**src/rtl/core/csvft_pkg.sv**
```systemverilog
`default_nettype none
package csvft_pkg;

    localparam logic [7:0] CH_COMMA = 8'h2C;
    localparam logic [7:0] CH_QUOTE = 8'h22;
    localparam logic [7:0] CH_LF    = 8'h0A;
    localparam logic [7:0] CH_CR    = 8'h0D;

    localparam int LEN_W = 12;
    localparam logic [LEN_W-1:0] MAX_LEN_RESET = 12'd255;

    // register indexes
    localparam logic REG_MAX_LEN = 1'b0;

    localparam logic [1:0] NRES_NONE = 2'd0;
    localparam logic [1:0] NRES_ONE  = 2'd1;
    localparam logic [1:0] NRES_TWO  = 2'd2;

    typedef enum logic [2:0] {
        MODE_BEGIN  = 3'd0,
        MODE_BREAK  = 3'd1,
        MODE_COMMA  = 3'd2,
        MODE_UNQ    = 3'd3,
        MODE_QUOTED = 3'd4,
        MODE_QSEEN  = 3'd5
    } mode_t;

    typedef struct packed {
        logic [7:0] out_byte;
        logic       byte_valid;
        logic       field_end;
        logic       record_end;
        logic       stream_end;
        logic       truncated;
        logic       last_of_run;
    } res_t;

    // up to two results produced by one request
    typedef struct packed {
        logic [1:0] count;
        res_t       res0;
        res_t       res1;
    } res_pair_t;

endpackage
`default_nettype wire

```
**src/rtl/core/csvft_cfg.sv**
```systemverilog
`default_nettype none
module csvft_cfg (
    input  wire logic        clk,
    input  wire logic        rst_n,
    input  wire logic        psel,
    input  wire logic        penable,
    input  wire logic        pwrite,
    input  wire logic [2:0]  paddr,
    input  wire logic [31:0] pwdata,
    output logic [31:0]      prdata,
    output logic             pready,
    output logic [csvft_pkg::LEN_W-1:0] max_len
);

    logic [csvft_pkg::LEN_W-1:0] max_len_reg;
    logic                        wr_en;
    logic                        idx;

    assign idx    = paddr[2];
    assign wr_en  = psel && penable && pwrite && (idx == csvft_pkg::REG_MAX_LEN);
    assign pready = 1'b1;
    assign max_len = max_len_reg;

    always_ff @(posedge clk or negedge rst_n)
    begin
        if (!rst_n)
        begin
            max_len_reg <= csvft_pkg::MAX_LEN_RESET;
        end
        else if (wr_en)
        begin
            max_len_reg <= pwdata[csvft_pkg::LEN_W-1:0];
        end
    end

    always_comb
    begin
        if (idx == csvft_pkg::REG_MAX_LEN)
        begin
            prdata = {{(32-csvft_pkg::LEN_W){1'b0}}, max_len_reg};
        end
        else
        begin
            prdata = 32'd0;
        end
    end

endmodule
`default_nettype wire

```
**src/rtl/core/csvft_parser.sv**
```systemverilog
`default_nettype none
module csvft_parser (
    input  wire logic        clk,
    input  wire logic        rst_n,
    input  wire logic        accept,
    input  wire logic        kind,
    input  wire logic [7:0]  in_byte,
    input  wire logic [csvft_pkg::LEN_W-1:0] max_len,
    output csvft_pkg::res_pair_t results
);

    csvft_pkg::mode_t            mode_reg, mode_next;
    logic [csvft_pkg::LEN_W-1:0] count_reg, count_next;
    logic                        ovf_reg, ovf_next;
    logic                        keep;
    logic                        is_break;
    csvft_pkg::res_t             r0, r1, byte_res, end_res;
    logic [1:0]                  n;

    assign keep     = count_reg < max_len;
    assign is_break = (in_byte == csvft_pkg::CH_CR) || (in_byte == csvft_pkg::CH_LF);

    always_comb
    begin
        byte_res = '0;
        byte_res.out_byte   = in_byte;
        byte_res.byte_valid = 1'b1;
        end_res = '0;
        end_res.field_end = 1'b1;
        end_res.truncated = ovf_reg;

        r0 = '0;
        r1 = '0;
        n  = csvft_pkg::NRES_NONE;
        mode_next  = mode_reg;
        count_next = count_reg;
        ovf_next   = ovf_reg;

        if (kind)
        begin
            if (mode_reg == csvft_pkg::MODE_BEGIN || mode_reg == csvft_pkg::MODE_BREAK)
            begin
                r0.stream_end = 1'b1;
            end
            else
            begin
                r0 = end_res;
                r0.record_end = 1'b1;
                r0.stream_end = 1'b1;
            end
            n = csvft_pkg::NRES_ONE;
            count_next = '0;
            ovf_next   = 1'b0;
            mode_next  = csvft_pkg::MODE_BEGIN;
        end
        else
        begin
            case (mode_reg)
                csvft_pkg::MODE_UNQ, csvft_pkg::MODE_QSEEN:
                begin
                    if (mode_reg == csvft_pkg::MODE_QSEEN && in_byte == csvft_pkg::CH_QUOTE)
                    begin
                        if (keep)
                        begin
                            r0 = byte_res;
                            n  = csvft_pkg::NRES_ONE;
                            count_next = count_reg + 1'b1;
                        end
                        else
                        begin
                            ovf_next = 1'b1;
                        end
                        mode_next = csvft_pkg::MODE_QUOTED;
                    end
                    else if (in_byte == csvft_pkg::CH_COMMA || is_break)
                    begin
                        r0 = end_res;
                        r0.record_end = is_break;
                        n  = csvft_pkg::NRES_ONE;
                        count_next = '0;
                        ovf_next   = 1'b0;
                        mode_next  = is_break ? csvft_pkg::MODE_BREAK : csvft_pkg::MODE_COMMA;
                    end
                    else if (mode_reg == csvft_pkg::MODE_QSEEN)
                    begin
                        // text after closing quote: close field, start a new one
                        r0 = end_res;
                        mode_next = csvft_pkg::MODE_UNQ;
                        if (max_len != '0)
                        begin
                            r1 = byte_res;
                            n  = csvft_pkg::NRES_TWO;
                            count_next = {{(csvft_pkg::LEN_W-1){1'b0}}, 1'b1};
                            ovf_next   = 1'b0;
                        end
                        else
                        begin
                            n = csvft_pkg::NRES_ONE;
                            count_next = '0;
                            ovf_next   = 1'b1;
                        end
                    end
                    else if (keep)
                    begin
                        r0 = byte_res;
                        n  = csvft_pkg::NRES_ONE;
                        count_next = count_reg + 1'b1;
                    end
                    else
                    begin
                        ovf_next = 1'b1;
                    end
                end
                csvft_pkg::MODE_QUOTED:
                begin
                    if (in_byte == csvft_pkg::CH_QUOTE)
                    begin
                        mode_next = csvft_pkg::MODE_QSEEN;
                    end
                    else if (keep)
                    begin
                        r0 = byte_res;
                        n  = csvft_pkg::NRES_ONE;
                        count_next = count_reg + 1'b1;
                    end
                    else
                    begin
                        ovf_next = 1'b1;
                    end
                end
                default:
                begin
                    // field start
                    if (is_break)
                    begin
                        if (mode_reg != csvft_pkg::MODE_BREAK)
                        begin
                            r0 = end_res;
                            r0.record_end = 1'b1;
                            n  = csvft_pkg::NRES_ONE;
                            count_next = '0;
                            ovf_next   = 1'b0;
                        end
                        mode_next = csvft_pkg::MODE_BREAK;
                    end
                    else if (in_byte == csvft_pkg::CH_COMMA)
                    begin
                        r0 = end_res;
                        n  = csvft_pkg::NRES_ONE;
                        count_next = '0;
                        ovf_next   = 1'b0;
                        mode_next  = csvft_pkg::MODE_COMMA;
                    end
                    else if (in_byte == csvft_pkg::CH_QUOTE)
                    begin
                        mode_next = csvft_pkg::MODE_QUOTED;
                    end
                    else
                    begin
                        if (keep)
                        begin
                            r0 = byte_res;
                            n  = csvft_pkg::NRES_ONE;
                            count_next = count_reg + 1'b1;
                        end
                        else
                        begin
                            ovf_next = 1'b1;
                        end
                        mode_next = csvft_pkg::MODE_UNQ;
                    end
                end
            endcase
        end

        if (n == csvft_pkg::NRES_ONE)
        begin
            r0.last_of_run = 1'b1;
        end
        if (n == csvft_pkg::NRES_TWO)
        begin
            r1.last_of_run = 1'b1;
        end

        results.count = accept ? n : csvft_pkg::NRES_NONE;
        results.res0  = r0;
        results.res1  = r1;
    end

    always_ff @(posedge clk or negedge rst_n)
    begin
        if (!rst_n)
        begin
            mode_reg  <= csvft_pkg::MODE_BEGIN;
            count_reg <= '0;
            ovf_reg   <= 1'b0;
        end
        else if (accept)
        begin
            mode_reg  <= mode_next;
            count_reg <= count_next;
            ovf_reg   <= ovf_next;
        end
    end

endmodule
`default_nettype wire

```
**src/rtl/core/csvft_outq.sv**
```systemverilog
`default_nettype none
module csvft_outq (
    input  wire logic                clk,
    input  wire logic                rst_n,
    input  wire csvft_pkg::res_pair_t wr,
    output logic                     full,
    output logic                     rd_valid,
    input  wire logic                rd_stall,
    output csvft_pkg::res_t          rd_data
);

    csvft_pkg::res_t mem_reg [4];
    logic [1:0] wr_ptr_reg, rd_ptr_reg;
    logic [2:0] cnt_reg, cnt_next;
    logic       pop;
    logic [1:0] wr_ptr_1;

    assign rd_valid = cnt_reg != 3'd0;
    // room for two results must be there before a request is taken
    assign full     = cnt_reg > 3'd2;
    assign pop      = rd_valid && !rd_stall;
    assign rd_data  = mem_reg[rd_ptr_reg];
    assign wr_ptr_1 = wr_ptr_reg + 2'd1;

    always_comb
    begin
        cnt_next = cnt_reg + {1'b0, wr.count} - {2'b00, pop};
    end

    always_ff @(posedge clk)
    begin
        if (wr.count != csvft_pkg::NRES_NONE)
        begin
            mem_reg[wr_ptr_reg] <= wr.res0;
        end
        if (wr.count == csvft_pkg::NRES_TWO)
        begin
            mem_reg[wr_ptr_1] <= wr.res1;
        end
    end

    always_ff @(posedge clk or negedge rst_n)
    begin
        if (!rst_n)
        begin
            wr_ptr_reg <= '0;
            rd_ptr_reg <= '0;
            cnt_reg    <= '0;
        end
        else
        begin
            wr_ptr_reg <= wr_ptr_reg + wr.count;
            if (pop)
            begin
                rd_ptr_reg <= rd_ptr_reg + 2'd1;
            end
            cnt_reg <= cnt_next;
        end
    end

endmodule
`default_nettype wire

```
**src/rtl/core/csv_field_tokenizer.sv**
```systemverilog
// CSV field tokenizer.
// Input channel: in_valid / in_stall carry one request per cycle while in_stall is low, either a data
// byte (kind = 0, in_byte) or an end-of-stream mark (kind = 1).
// Output channel: out_valid / out_stall carry one result per cycle while out_stall is low: a kept field
// byte (byte_valid) or a field close (field_end, record_end, truncated), with
// stream_end on the end-of-stream result and last_of_run on the final result
// of each request.
// Throughput: one request per cycle while in_stall is low. Each request is parsed in the cycle it is
// accepted and its zero, one or two results land in a four-entry output queue;
// out_valid rises in the cycle after acceptance when the queue is empty.
// The queue sets the rate: in_stall rises while it holds three or more results,
// so requests that yield two results fill it faster than it drains.
// A stalled receiver fills the queue, then in_stall holds off further requests.
// The APB port holds max_field_len at offset 0 (reset 255); write it only idle.
// Reset (rst_n low) empties the queue and returns the parser to stream start.
`default_nettype none
module csv_field_tokenizer (
    input  wire logic        clk,
    input  wire logic        rst_n,
    input  wire logic        in_valid,
    output logic             in_stall,
    input  wire logic        kind,
    input  wire logic [7:0]  in_byte,
    output logic             out_valid,
    input  wire logic        out_stall,
    output logic [7:0]       out_byte,
    output logic             byte_valid,
    output logic             field_end,
    output logic             record_end,
    output logic             stream_end,
    output logic             truncated,
    output logic             last_of_run,
    input  wire logic        psel,
    input  wire logic        penable,
    input  wire logic        pwrite,
    input  wire logic [2:0]  paddr,
    input  wire logic [31:0] pwdata,
    output logic [31:0]      prdata,
    output logic             pready
);

    logic [csvft_pkg::LEN_W-1:0] max_len;
    logic                        accept;
    logic                        full;
    csvft_pkg::res_pair_t        results;
    csvft_pkg::res_t             head;

    assign in_stall = full;
    assign accept   = in_valid && !full;

    csvft_cfg u_cfg (
        .clk     (clk),
        .rst_n   (rst_n),
        .psel    (psel),
        .penable (penable),
        .pwrite  (pwrite),
        .paddr   (paddr),
        .pwdata  (pwdata),
        .prdata  (prdata),
        .pready  (pready),
        .max_len (max_len)
    );

    csvft_parser u_parser (
        .clk     (clk),
        .rst_n   (rst_n),
        .accept  (accept),
        .kind    (kind),
        .in_byte (in_byte),
        .max_len (max_len),
        .results (results)
    );

    csvft_outq u_outq (
        .clk      (clk),
        .rst_n    (rst_n),
        .wr       (results),
        .full     (full),
        .rd_valid (out_valid),
        .rd_stall (out_stall),
        .rd_data  (head)
    );

    assign out_byte    = head.out_byte;
    assign byte_valid  = head.byte_valid;
    assign field_end   = head.field_end;
    assign record_end  = head.record_end;
    assign stream_end  = head.stream_end;
    assign truncated   = head.truncated;
    assign last_of_run = head.last_of_run;

endmodule
`default_nettype wire

```
**config.mk**
```make
export PLATFORM = sky130hd
export DESIGN_NAME = csv_field_tokenizer
export DESIGN_NICKNAME = d
export VERILOG_FILES = /design/src/rtl/core/csvft_pkg.sv /design/src/rtl/core/csvft_cfg.sv /design/src/rtl/core/csvft_parser.sv /design/src/rtl/core/csvft_outq.sv /design/src/rtl/core/csv_field_tokenizer.sv
export SDC_FILE = /design/constraint.sdc
export NUM_CORES = 1
export LEC_CHECK = 0
export BUFFER_PORTS_ARGS = -buffer_cell sky130_fd_sc_hd__buf_2
export CAP_MARGIN = 20
export CORE_MARGIN = 2
export CORE_UTILIZATION = 35
export DETAILED_ROUTE_END_ITERATION = 16
export SLEW_MARGIN = 20
export SYNTH_ARGS = -nofsm -noshare
export SYNTH_HDL_FRONTEND = slang
export SYNTH_HIERARCHICAL = 1
export SYNTH_SLANG_ARGS = --single-unit
```
**constraint.sdc**
```tcl
create_clock -name clk -period 4.1 [get_ports clk]
set_input_delay 0.205 -clock clk [delete_from_list [all_inputs] [get_ports clk]]
set_output_delay 0.205 -clock clk [all_outputs]
set_load 0.02 [all_outputs]
```
==> results by group <==
Power and ir drop
  • Clock share of power: 23.7%
  • Internal Power: 2.30 mW
  • Combinational share of power: 38.1%
  • Register share of total power: 38.2%
  • Leak: 2.80 nW
  • Switch Pwr: 1.42 mW
  • Sw frac: 38.2%
  • Power Density: 535 nW/um2
  • IR drop worst, VDD: 0.243 mV

STA
  • Slew Limit Fails: 0
  • Crit share post-route: 92.0%
  • Final WS setup: 329 ps
  • Final worst clock skew: 7.94 ps
  • Setup TNS: 0 ps
  • Fmax: 0.265 GHz
  • Final setup viols: 0
  • Minimum hold slack: 73.8 ps
  • Slew @ Worst Pin: 863 ps
  • Slew headroom: 42.1%
  • Final Hold Fails: 0
  • RSZ-0062 raised after global routing: false
  • Post-route minimum period: 3770 ps

Worst setup path
  • Required time worst endpoint: 4210 ps
  • CP Launch Type: flop
  • Worst Path Arrival: 3880 ps
  • CP Cell Sequence: inv_1, ha_1, a211oi_1, o21ai_1, a41oi_1, o21ai_1, o21ai_0, a32o_1, and2_1, buf_4, and2b_1, nand3_2, buf_4, mux2_2
  • Slowest-stage cell, CP: dfstp_2
  • Slowest stage delay, CP: 560 ps
  • CP Max Fanout: 14
  • Worst path top cell family by delay: compound AO/OA/AOI/OAI gates
  • Critical Path End Type: flop
  • Cell depth of the worst setup path: 14
  • Reg2reg setup slack: 330 ps
  • Critical R2R Launch: u_cfg/max_len[2]$_DFFE_PN1P_
  • R2r endpoint: u_outq/mem_reg[0][9]$_DFFE_PP_
  • CP Class: reg2reg
  • R2r worst-path depth: 14
  • Crit path buffers/inverters: 3

Floorplan
  • DIE HEIGHT: 137 um
  • Die W: 137 um
  • Placement Rows: 48
  • Initial Util: 35.9%
  • Core area: 17300 um2
  • Top Ports: 100
  • Die ar.: 18800 um2

Routing
  • ANT nets after route: 0
  • DRC Markers: 0
  • WL per Instance: 17.9 um
  • Iter 0 DRT Violations: 330
  • Via count: 4506
  • Total wire length: 14900 um
  • Vias/cell: 5.42
  • Drt first pass iters: 5

Synthesis
  • Leading area contributor after synthesis: edfxtp_1
  • Post-Syn Area: 6210 um2
  • Sequential-to-total area share from yosys stat: 41.3%
  • FFs w/ async S/R, synth: 38.5%
  • Distinct cell type count after synthesis: 77
  • Synth Flop Type: edfxtp_1
  • Synthesized area per cell: 11.3 um2
  • Commonest cells in the netlist: 56 x edfxtp_1, 50 x mux2_2, 35 x nand2_1
  • Post-synth EDFFs: 56
  • Most common cell in the netlist: edfxtp_1
  • Yosys top cell area share: 27.1%
  • Seq cells post-synth: 91
  • Synth Instances: 550
  • Yosys warns: 6
  • Top cells by area, synth: edfxtp_1 27%, dfrtp_1 11%, mux2_2 9.1%

Hold path
  • Worst Hold End: u_cfg/max_len[10]$_DFFE_PN0P_
  • Hold crit path type: in2reg
  • Hold_sp: pwdata[10]
  • WHS Path Cells: 2

Cells and area
  • Largest register FFs: 56
  • Fraction of layout instances using a drive strength above 1: 32.7%
  • Number of diodes: 0
  • Non-Filler Instances: 831
  • Area Overhead vs Synth: 12.1%
  • Nets: 669
  • Post-route cell area: 6970 um2
  • Filler cell count: 1661

Clock network
  • H-tree level count: 3
  • Worst-Skew Late Latency: 360 ps
  • Post_cts resized: 0
  • Clk root buf: clkbuf_16
  • TritonCTS clock tree: done
  • Clock sinks: 91
  • Clock Tree Buf Depth: 2
  • CTS clock-pin slew for the worst setup and hold paths: 70 ps
  • Post-CTS Setup Inserts: 0
  • Total CTS buffers: 9

Placement
  • Global placement routability congestion: 0.879
  • Worst slack, placed: 364 ps
  • Placed cells: 814
  • Buffers on Ports: 56
  • Placement Cell Area: 6640 um2
  • Hpwl dp: 10200 um

Global route
  • GR Util All Layers: 16.8%
  • Largest net degree at the start of global routing: 36
  • GRT overflow: 0
  • First-pass GRT wire length: 24200 um
  • Number of global-route vias before repair: 4625
  • Initial antenna violation count: 0

Run
  • Max-cap violations: 0

Outcome
  • Outcome: finished, final reports clean
metrics by stage:
step | power (mW) | util, %
after floorplan | 2.45 | -
after global placement | 2.81 | 38.4
after detailed placement | 2.86 | 38.4
after CTS | 3.76 | 40.3
after global routing | 3.97 | 40.3
final | 3.73 | 40.3
cells in the final DEF (no fill, tap or decap), types with 12 or more instances in the layout:
cell	n
a21oi_1	26
and2_1	23
buf_2	56
buf_4	12
conb_1	25
dfrtp_1	26
edfxtp_1	56
ha_1	16
inv_1	20
mux2_2	50
mux2_4	19
mux4_2	14
nand2_1	35
nor2_1	23
nor2b_1	14
o21ai_0	23
power by group through the flow:
stage / Clock (mW) / Sequential, mW / Combinational [mW]
6_report: 0.883 / 1.42 / 1.42
5_1_grt: 0.949 / 1.46 / 1.56
4_1_cts: 0.906 / 1.43 / 1.43
3_5_place_dp: 0 / 1.45 / 1.42
3_3_place_gp: 0 / 1.44 / 1.37
2_1_floorplan: 0 / 1.27 / 1.17
layout make-up:
class | instances | area [um2] | area share, %
repair buffers | 70 | 400 | 5.75
inverters | 20 | 75.1 | 1.08
clock buffers | 9 | 225 | 3.23
clock inverters | 7 | 91.3 | 1.31
flip-flops and latches | 91 | 2570 | 36.9
well taps | 225 | 282 | 4.04
multi-input cells | 409 | 3320 | 47.7
worst max path at each step:
stage                            startpoint                         endpoint  slack [ps]
2_1_floorplan  u_cfg/max_len[2]$_DFFE_PN1P_   u_outq/mem_reg[2][0]$_DFFE_PP_         170
3_3_place_gp   u_cfg/max_len[2]$_DFFE_PN1P_  u_outq/mem_reg[0][10]$_DFFE_PP_         430
3_5_place_dp   u_cfg/max_len[2]$_DFFE_PN1P_   u_outq/mem_reg[0][9]$_DFFE_PP_         360
4_1_cts        u_cfg/max_len[2]$_DFFE_PN1P_   u_outq/mem_reg[0][9]$_DFFE_PP_         320
5_1_grt        u_cfg/max_len[2]$_DFFE_PN1P_   u_outq/mem_reg[0][7]$_DFFE_PP_         120
6_report       u_cfg/max_len[2]$_DFFE_PN1P_   u_outq/mem_reg[0][9]$_DFFE_PP_         330
cells by family after synthesis:
kind of cell    count (synthesis)  share of synthesized area [%]
simple gates                  157                           15.3
buf+inv                        72                           6.71
other cells                     3                          0.181
xor+xnor                       10                           1.41
flops                          91                           41.3
mux                            84                           18.9
compound gates                116                           12.6
fa+ha+maj                      17                           3.55
repair_timing:
action | 4_1_cts | 5_1_grt
endpoints found under the setup margin | 0 | 0
hold buffers | 1 | 0
hold endpoints to repair | 15 | 0
worst reg2reg max path, cell delays in order (launching register included):
cell	delay [ps]
dfstp_2	560
inv_1	50
ha_1	300
a211oi_1	220
o21ai_1	110
a41oi_1	300
o21ai_1	260
o21ai_0	220
a32o_1	220
and2_1	170
buf_4	140
and2b_1	200
nand3_2	110
buf_4	290
mux2_2	390
layer usage:
layer	global-route usage [%]	share of wire (%)	vias to the layer above
li1	-	-	2110
met1	21.0	43	2197
met2	29.1	49	173
met3	3.61	6.2	26
met4	5.27	1.8	0
met5	0	0	-
Note: power is estimated with default switching activity, not from simulation.
